==> config.mk <==
export PLATFORM = sky130hd
export DESIGN_NAME = down_counter_timer_registers_core
export DESIGN_NICKNAME = d
export VERILOG_FILES = /design/src/design/dctr_pkg.sv /design/src/design/down_counter_timer_registers_core.sv
export SDC_FILE = /design/constraint.sdc
export NUM_CORES = 1
export LEC_CHECK = 0
export BUFFER_PORTS_ARGS = -buffer_cell sky130_fd_sc_hd__buf_2
export CORE_MARGIN = 5
export CORE_UTILIZATION = 55
export DETAILED_ROUTE_END_ITERATION = 6
export PLACE_DENSITY = 0.79
export SYNTH_ARGS = -nofsm -noshare
export SYNTH_HDL_FRONTEND = slang
export SYNTH_SLANG_ARGS = --single-unit
==> constraint.sdc <==
create_clock -name clk -period 4.6 [get_ports clk]
set_clock_uncertainty 0.2 [all_clocks]
set_input_delay 0.23 -clock clk [delete_from_list [all_inputs] [get_ports clk]]
set_output_delay 0.23 -clock clk [all_outputs]
set_load 0.1 [all_outputs]
==> src/design/dctr_pkg.sv <==
// Shared types and constants for the down-counter timer register block.
package dctr_pkg;

    localparam int COUNT_WIDTH = 32;

    localparam int CMD_W  = 2;
    localparam int OFF_W  = 3;
    localparam int DATA_W = 32;
    localparam int CTL_W  = 8;
    localparam int PRE_W  = 8;

    localparam int S_TDATA_W = 40;
    localparam int M_TDATA_W = 40;

    typedef enum logic [CMD_W-1:0] {
        CMD_TICK  = 2'd0,
        CMD_READ  = 2'd1,
        CMD_WRITE = 2'd2
    } cmd_t;

    typedef enum logic [OFF_W-1:0] {
        REG_LOAD   = 3'd0,
        REG_VALUE  = 3'd1,
        REG_CTRL   = 3'd2,
        REG_INTCLR = 3'd3,
        REG_RIS    = 3'd4,
        REG_MIS    = 3'd5,
        REG_BGLOAD = 3'd6,
        REG_UNUSED = 3'd7
    } reg_off_t;

    // Control register bit positions
    localparam int CTL_ONESHOT_BIT  = 0;
    localparam int CTL_WIDE_BIT     = 1;
    localparam int CTL_PRE_LO_BIT   = 2;
    localparam int CTL_RSVD_BIT     = 4;
    localparam int CTL_IE_BIT       = 5;
    localparam int CTL_PERIODIC_BIT = 6;
    localparam int CTL_ENABLE_BIT   = 7;

    localparam logic [CTL_W-1:0] CTL_WRITABLE = 8'hEF;
    localparam logic [CTL_W-1:0] CTL_RESET    = 8'h20;

    localparam logic [1:0] PRE_DIV16  = 2'd1;
    localparam logic [1:0] PRE_DIV256 = 2'd2;

    localparam logic [PRE_W:0] DIV_1   = 9'd1;
    localparam logic [PRE_W:0] DIV_16  = 9'd16;
    localparam logic [PRE_W:0] DIV_256 = 9'd256;

    function automatic logic [DATA_W-1:0] zext_count(input logic [COUNT_WIDTH-1:0] c);
        logic [DATA_W-1:0] r;
        r = '0;
        r[COUNT_WIDTH-1:0] = c;
        return r;
    endfunction

    // Active count mask: full width when the wide bit is set, else low 16 bits
    function automatic logic [COUNT_WIDTH-1:0] active_mask(input logic wide);
        logic [COUNT_WIDTH-1:0] m;
        m = '1;
        if (!wide)
        begin
            m = '0;
            m[15:0] = 16'hFFFF;
        end
        return m;
    endfunction

endpackage

==> src/design/down_counter_timer_registers_core.sv <==
// Top level of the down-counter timer channel with its register file.
//
// Usage:
//   Slave channel s_*: one transfer per command. s_tuser carries the command
//   (tick, register read, register write); s_tdata carries the register word
//   offset and the write data. Master channel m_*: exactly one result
//   transfer per command, in order, carrying the read data (zero unless the
//   command is a read) and the interrupt line after the command took effect.
//   Path: an accepted command lands in the input register; its result is then
//   loaded into the result register, which drives m_*.
//   Throughput: one command per cycle while m_* is not stalled; the counter
//   state is updated combinationally between the two registers.
//   Stall: while m_tready is low the result is held; one more command may
//   wait in the input register, after which s_tready drops.
//   Reset (rst_n low): both registers empty, reload zero, counter all ones,
//   control 0x20 (interrupt enable set, timer disabled), raw interrupt and
//   prescaler cleared.
module down_counter_timer_registers_core
(
    input  logic                          clk,
    input  logic                          rst_n,
    input  logic                          s_tvalid,
    output logic                          s_tready,
    // [2:0] reg_offset, [34:3] write_data, [39:35] zero
    input  logic [dctr_pkg::S_TDATA_W-1:0] s_tdata,
    // [1:0] command
    input  logic [dctr_pkg::CMD_W-1:0]     s_tuser,
    output logic                          m_tvalid,
    input  logic                          m_tready,
    // [31:0] read_data, [32] irq_out, [39:33] zero
    output logic [dctr_pkg::M_TDATA_W-1:0] m_tdata
);
    import dctr_pkg::*;

    logic                   in_valid_reg;
    logic [CMD_W-1:0]       in_cmd_reg;
    logic [OFF_W-1:0]       in_off_reg;
    logic [DATA_W-1:0]      in_data_reg;

    logic                   out_valid_reg;
    logic [DATA_W-1:0]      out_rd_reg;
    logic                   out_irq_reg;

    logic [DATA_W-1:0]      reload_reg, reload_next;
    logic [COUNT_WIDTH-1:0] count_reg, count_next;
    logic [CTL_W-1:0]       ctrl_reg, ctrl_next;
    logic                   raw_reg, raw_next;
    logic [PRE_W-1:0]       pre_reg, pre_next;

    logic [DATA_W-1:0]      rd_next;
    logic                   advance;

    logic [COUNT_WIDTH-1:0] mask;
    logic [COUNT_WIDTH-1:0] cur;
    logic [COUNT_WIDTH-1:0] dec;
    logic [PRE_W:0]         pre_inc;
    logic [PRE_W:0]         divider;

    assign advance  = in_valid_reg && (!out_valid_reg || m_tready);
    assign s_tready = !in_valid_reg || advance;
    assign m_tvalid = out_valid_reg;
    assign m_tdata  = {{(M_TDATA_W - DATA_W - 1){1'b0}}, out_irq_reg, out_rd_reg};

    assign mask    = active_mask(ctrl_reg[CTL_WIDE_BIT]);
    assign cur     = count_reg & mask;
    assign pre_inc = {1'b0, pre_reg} + {{PRE_W{1'b0}}, 1'b1};

    always_comb
    begin
        case (ctrl_reg[CTL_PRE_LO_BIT +: 2])
            PRE_DIV16:  divider = DIV_16;
            PRE_DIV256: divider = DIV_256;
            default:    divider = DIV_1;
        endcase
    end

    // Value after one prescaled count
    always_comb
    begin
        if (cur == '0)
        begin
            if (ctrl_reg[CTL_PERIODIC_BIT])
                dec = reload_reg[COUNT_WIDTH-1:0] & mask;
            else
                dec = mask;
        end
        else
        begin
            dec = cur - {{(COUNT_WIDTH-1){1'b0}}, 1'b1};
        end
    end

    always_comb
    begin
        reload_next = reload_reg;
        count_next  = count_reg;
        ctrl_next   = ctrl_reg;
        raw_next    = raw_reg;
        pre_next    = pre_reg;
        rd_next     = '0;
        case (cmd_t'(in_cmd_reg))
            CMD_TICK:
            begin
                if (ctrl_reg[CTL_ENABLE_BIT])
                begin
                    if (pre_inc >= divider)
                    begin
                        pre_next = '0;
                        // Halt at zero in one-shot mode
                        if (!(cur == '0 && ctrl_reg[CTL_ONESHOT_BIT]))
                        begin
                            count_next = dec;
                            if (dec == '0)
                                raw_next = 1'b1;
                        end
                    end
                    else
                    begin
                        pre_next = pre_inc[PRE_W-1:0];
                    end
                end
            end
            CMD_READ:
            begin
                case (reg_off_t'(in_off_reg))
                    REG_LOAD:   rd_next = reload_reg;
                    REG_VALUE:  rd_next = zext_count(cur);
                    REG_CTRL:   rd_next = {{(DATA_W-CTL_W){1'b0}}, ctrl_reg};
                    REG_RIS:    rd_next = {{(DATA_W-1){1'b0}}, raw_reg};
                    REG_MIS:    rd_next = {{(DATA_W-1){1'b0}},
                                           raw_reg & ctrl_reg[CTL_IE_BIT]};
                    REG_BGLOAD: rd_next = reload_reg;
                    default:    rd_next = '0;
                endcase
            end
            CMD_WRITE:
            begin
                case (reg_off_t'(in_off_reg))
                    REG_LOAD:
                    begin
                        reload_next = in_data_reg;
                        count_next  = in_data_reg[COUNT_WIDTH-1:0] & mask;
                    end
                    REG_CTRL:   ctrl_next   = in_data_reg[CTL_W-1:0] & CTL_WRITABLE;
                    REG_INTCLR: raw_next    = 1'b0;
                    REG_BGLOAD: reload_next = in_data_reg;
                    default:    ;
                endcase
            end
            default: ;
        endcase
    end

    always_ff @(posedge clk or negedge rst_n)
    begin
        if (!rst_n)
        begin
            in_valid_reg  <= 1'b0;
            out_valid_reg <= 1'b0;
            reload_reg    <= '0;
            count_reg     <= '1;
            ctrl_reg      <= CTL_RESET;
            raw_reg       <= 1'b0;
            pre_reg       <= '0;
        end
        else
        begin
            if (s_tready)
                in_valid_reg <= s_tvalid;
            if (advance)
                out_valid_reg <= 1'b1;
            else if (m_tready)
                out_valid_reg <= 1'b0;
            if (advance)
            begin
                reload_reg <= reload_next;
                count_reg  <= count_next;
                ctrl_reg   <= ctrl_next;
                raw_reg    <= raw_next;
                pre_reg    <= pre_next;
            end
        end
    end

    always_ff @(posedge clk)
    begin
        if (s_tready && s_tvalid)
        begin
            in_cmd_reg  <= s_tuser;
            in_off_reg  <= s_tdata[OFF_W-1:0];
            in_data_reg <= s_tdata[OFF_W +: DATA_W];
        end
        if (advance)
        begin
            out_rd_reg  <= rd_next;
            out_irq_reg <= raw_next & ctrl_next[CTL_IE_BIT];
        end
    end

`ifndef SYNTH
    a_raw_rise_at_zero: assert property (@(posedge clk) disable iff (!rst_n)
        $rose(raw_reg) |-> ((count_reg & active_mask(ctrl_reg[CTL_WIDE_BIT])) == '0))
        else $error("raw interrupt rose with nonzero count");

    a_disabled_tick_holds: assert property (@(posedge clk) disable iff (!rst_n)
        (advance && in_cmd_reg == CMD_TICK && !ctrl_reg[CTL_ENABLE_BIT])
        |=> ($stable(count_reg) && $stable(pre_reg) && $stable(raw_reg)))
        else $error("disabled timer changed on tick");

    a_reserved_bit_zero: assert property (@(posedge clk) disable iff (!rst_n)
        !ctrl_reg[CTL_RSVD_BIT])
        else $error("reserved control bit set");

    a_ready_when_empty: assert property (@(posedge clk) disable iff (!rst_n)
        !out_valid_reg |-> s_tready)
        else $error("input stalled with empty result register");
`endif

endmodule
Yosys cells after proc, flatten, opt, wreduce, memory -nomap -nowiden --
Cells that the tools add are included.
Storage, ports and cells: register bits after elaboration 152, word-level logic and storage cells 74, bits of input ports 46, output and inout bits 42
Cells by class: reductions and logical operators 18, eq/ne operators 14, $lt $le $gt $ge 1, add/sub/neg operators 2, mux-type cells 21, bitwise gates (word level) 5
Operators by type and width (count):
- $mux 32 | 7
- $pmux 32 s5 | 1
- $and 32x32->32 | 3
- $logic_not 32->1 | 2
- $pmux 32 s2 | 1
- $sub 32x1->32 const B | 1
- $pmux 9 s2 | 1
- $mux 6 | 2
- $add 8x1->9 const B | 1
- $eq 3x3->1 const B | 3
- $ge 9x9->1 | 1
- $reduce_and 3->1 | 3
- $mux 8 | 1
- $mux 1 | 7
- $eq 3x2->1 const B | 2
- $ne 2x2->1 const B | 3
- $reduce_and 6->1 | 1
- $eq 2x1->1 const B | 2
- $eq 2x2->1 const B | 2
- $reduce_bool 2->1 | 2
- $eq 3x1->1 const B | 1
- $logic_and 1x1->1 | 3
- $logic_not 3->1 | 1
- $and 1x1->1 | 2
- 6 further kinds | 8

Depth between registers and ports, before layout --
depth after elaboration 11, mapped depth 11, gate-level depth less buffers 10

Least setup slack after synthesis --
No wires, ideal clock.
kind register -> register, start register out_valid_reg, in the netlist m_tvalid, end register in_cmd_reg[0], enable pin, data required time 3.971 ns, buffers on the path 0, path slack 1.187 ns, cell stages (with the launch flop) 3, setup time 0.429 ns, arrival time 2.785 ns, period minus slack after synthesis 3.413 ns, path through dfrtp_1 > nand3b_1 > and2_1
On the way: longest elaborated chain between the ends 5
Ends and longest elaborated chain:
- from (decl) | RTL line down_counter_timer_registers_core.sv:40 | logic out_valid_reg;
- from (signal assigned) | RTL line down_counter_timer_registers_core.sv:159 | out_valid_reg <= 1'b0;
- from (signal assigned) | RTL line down_counter_timer_registers_core.sv:171 | out_valid_reg <= 1'b1;
- from (signal assigned) | RTL line down_counter_timer_registers_core.sv:173 | out_valid_reg <= 1'b0;
- $logic_not 1->1 | RTL line down_counter_timer_registers_core.sv:59 | assign advance = in_valid_reg && (!out_valid_reg || m_tready);
- $logic_or 1x1->1 | RTL line down_counter_timer_registers_core.sv:59
- $logic_and 1x1->1 | RTL line down_counter_timer_registers_core.sv:59
- $logic_or 1x1->1 | RTL line down_counter_timer_registers_core.sv:60 | assign s_tready = !in_valid_reg || advance;
- named net s_tready | RTL line down_counter_timer_registers_core.sv:23 | output logic s_tready,
- $logic_and 1x1->1 | RTL line down_counter_timer_registers_core.sv:187 | if (s_tready && s_tvalid)
- to (signal assigned) | RTL line down_counter_timer_registers_core.sv:189 | in_cmd_reg <= s_tuser;
- to (decl) | RTL line down_counter_timer_registers_core.sv:36 | logic [CMD_W-1:0] in_cmd_reg;
The timed path passes the listed nets, and every way through them passes these cells. A chain may end at the register's enable or synchronous reset.

Final worst setup path --
start register count_reg[18], end register out_irq_reg, data pin
On the way: longest elaborated chain between the ends 10, elaborated cells on any way between the ends 12, those cells by class 1 x add/sub; 6 x mux; 2 x bitwise; 3 x reduce/logical
Ends and longest elaborated chain:
- from (decl) | RTL line down_counter_timer_registers_core.sv:45 | logic [COUNT_WIDTH-1:0] count_reg, count_next;
- from (signal assigned) | RTL line down_counter_timer_registers_core.sv:177 | count_reg <= count_next;
- $and 32x32->32 * | RTL line down_counter_timer_registers_core.sv:65 | assign cur = count_reg & mask;
- $sub 32x1->32 or $logic_not 32->1 (tied branches) | RTL line down_counter_timer_registers_core.sv:89, down_counter_timer_registers_core.sv:80, down_counter_timer_registers_core.sv:110
- $mux 32 | RTL line down_counter_timer_registers_core.sv:80 | if (cur == '0)
- $logic_not 32->1 | RTL line down_counter_timer_registers_core.sv:113 | if (dec == '0)
- $mux 1 | RTL line down_counter_timer_registers_core.sv:113
- $mux 1 * | RTL line down_counter_timer_registers_core.sv:110 | if (!(cur == '0 && ctrl_reg[CTL_ONESHOT_BIT]))
- $mux 1 * | RTL line down_counter_timer_registers_core.sv:106 | if (pre_inc >= divider)
- $mux 1 * | RTL line down_counter_timer_registers_core.sv:104 | if (ctrl_reg[CTL_ENABLE_BIT])
- $pmux 1 s2 * | RTL line down_counter_timer_registers_core.sv:101 | case (cmd_t'(in_cmd_reg))
- $and 1x1->1 * | RTL line down_counter_timer_registers_core.sv:196 | out_irq_reg <= raw_next & ctrl_next[CTL_IE_BIT];
- to (signal assigned) | RTL line down_counter_timer_registers_core.sv:196
- to (decl) | RTL line down_counter_timer_registers_core.sv:42 | logic out_irq_reg;
Mark *: on every way between the ends. The rest lies on a longest branch, timed or not.

==> metrics.md <==
| Metric | Value |
|---|---|
| Status | finished clean |
| DR vias | 6759 |
| Slew @ Worst Pin | between 1 and 1.5 ns |
| Area growth from synthesis to layout | 19.0% |
| Fin crit period | ~3.9 ns |
| Worst Path Required | between 4 and 5 ns |
| H-tree lvl count | 4 |
| Power Total | between 4 and 5 mW |
| Final period utilization | between 80% and 90% |
| Flop and latch count out of synthesis | 152 |
| R2R depth | 8 |
| DRT antenna net count | 0 |
| TNS Setup | 0 ns |
| Worst-Skew Late Latency | about 0.44 ns |
| Max frequency | ~260 MHz |
| Most frequent cells in the layout | 74 x buf_2, 70 x edfxtp_1, 67 x mux2_2 |
| Mapped Avg Cell Area | roughly 10 µm² |
| Die footprint | roughly 17000 µm² |
| Core area | between 10000 and 15000 µm² |
| Critical Path End Type | flip-flop |
| Slew Viols, Final | 0 |
| Initial Util | 56.2% |
| Unique masters post-synth | between 60 and 70 |
| Commonest non-fill, non-tap cell in the layout | buf_2 |
| CTS tree | yes |
| Crit-path max FO | 7 |
| Initial DRC count | approximately 620 |
| Height of the die | roughly 130 µm |
| Synth Instances | between 700 and 800 |
| Critical setup path kind | flip-flop to flip-flop |
| # fillers | 1117 |
| Max Cap Viol | 0 |
| PwrDens | 495 nW/µm² |
| DR WL/cell | ~20 µm |
| IO Port Bufs | 75 |
| Max clock buf depth | 2 |
| Resize count post-CTS | 0 |
| RD Place Congestion | between 1 and 1.5 |
| Drt first pass iters | 5 |
| Layout cell share with drive strength beyond 1 | roughly a quarter |
| Chip width | between 100 and 150 µm |
| Worst Slack Setup Final | around 0.73 ns |
| Leakage | ~3.8 nW |
| Detailed Route WL | 22000 µm |
| Final Non-Filler Cells | 1078 |
| DRC viols | 0 |
| Antenna violations before repair | 0 |
| Post-Syn Area | roughly 8200 µm² |
| RSZ-0062 raised after global routing | no |
| # setup viols final | 0 |
| Area of the multi-input gates | 3690 µm² |
| Placed inst area | 8710 µm² |
| Post-place setup slack | between 0.8 and 0.9 ns |
| Reg area | 4200 µm² |
| Vias in the first global route | around 6400 |
| R2R Setup Slk | 0.73 ns |
| # rows | between 40 and 50 |
| Ys async rst share | approximately 54% |
| Final global-route overflow total | 0 |
| Critical Path End | out_irq_reg |
| Clock sinks | 152 |
| Largest net degree at the start of global routing | 44 |
| Register clock-pin slew on the reported worst setup and hold paths | 0.06 ns |
| Root Buffer | clkbuf_16 |
| Placed insts | between 1000 and 1500 |
| Gr usage total | between 20% and 30% |
| Slew margin rel. | between 20% and 30% |
| Reg2reg end | out_irq_reg |
| DR vias/cell | between 6 and 7 |
| Hold Crit Class | primary input to async pin |
| Yosys warning total | 0 |
| Post-route cell area | 9750 µm² |
| Count of final hold-check violations | 0 |
| HPWL Detailed | around 15000 µm |
| Crit path launch type | flip-flop |
| Seq/Total Area, Yosys | 51.2% |
| Number of flops mapped to enable cells by yosys | 70 |
| Nets | slightly above 900 |
| Reg2reg start | count_reg[18] |
| Peak VDD IR | approximately 0.00044 V |
| Arr. time, crit path | 3.91 ns |
| ANT cells | 0 |
| TritonCTS buffer count | 17 |
| IO Pins | 88 |
| Crit. Startpoint | count_reg[18] |
| First-pass GRT wire length | roughly 36000 µm |
| Ys flop type | edfxtp_1 |
[through the flow]
stage,util [%],hold slack (ns)
floorplan,-,-0.266
global placement,59.7,0.0259
detailed placement,59.7,0.0415
CTS,66.8,0.126
global route,66.8,0.169
finish,66.8,0.104
[worst min-delay path by stage]
stage	start	slack (ns)	cells after the start	end
3_5_place_dp	rst_n	0.04	1	reload_reg[8]
5_1_grt	rst_n	0.17	2	in_valid_reg
6_report	rst_n	0.10	2	in_valid_reg
3_3_place_gp	rst_n	0.03	1	in_valid_reg
2_1_floorplan	rst_n	-0.27	0	ctrl_reg[0]
4_1_cts	rst_n	0.13	2	in_valid_reg
[layer usage]
layer  track usage, %  routed length (µm)  up-vias
met2             36.4                9510      365
met1             38.0                9880     3247
met4             8.86                 578        0
met3             6.60                2010       53
li1                 -                   -     3094
met5                0                   0        -
[worst max-delay path, cell delays in order (launching register included)]
cell and delay, ns:
dfstp_2 0.40, or4_1 0.65, o41a_1 0.56, or4_1 0.70, nand3_2 0.14, nand3_2 0.09, nor4_2 0.43, nand4b_1 0.19
o31ai_1 0.32
[layout make-up]
class,instances,area share [%]
sequential,152,43.0
multi-input combinational,554,37.8
timing repair buffer,132,9.45
clock buffer,20,5.02
tap,184,2.36
clock inverter,12,1.40
inverter,24,0.924
[cells in the mapped netlist, drive strengths merged (23+ instances only)]
library cell | instances | share of area (%)
a21oi | 29 | 1.8
a22oi | 33 | 3.0
clkbuf | 42 | 1.9
dfrtp | 49 | 15
dfstp | 33 | 11
edfxtp | 70 | 26
inv | 23 | 1.1
mux2 | 67 | 9.2
nand2 | 60 | 2.7
nor2 | 66 | 3.0
nor3 | 25 | 1.7
o21ai | 57 | 3.5
[kinds of logic (layout without fill, tap and decap cells)]
group,after synthesis,count (layout),share of synthesized area (%)
simple gates,254,254,15.6
compound gates,188,188,15.1
flops,152,152,51.2
buf+inv,81,188,4.25
mux,79,79,10.7
xor+xnor,18,18,1.92
fa+ha+maj,8,8,1.22
other cells,1,7,0.0458
[report_power, final]
| group | switching, mW | internal (mW) | total (mW) |
|---|---|---|---|
| combinational | 0.773 | 0.503 | 1.28 |
| clock | 0.580 | 0.882 | 1.46 |
| sequential | 0.344 | 1.74 | 2.08 |
| total | 1.70 | 3.12 | 4.82 |
[repair_timing]
item	in CTS	in global routing
setup buffers	0	0
hold endpoints to repair	78	0
hold buffers	41	0
Note: power is estimated with default switching activity, not from simulation.
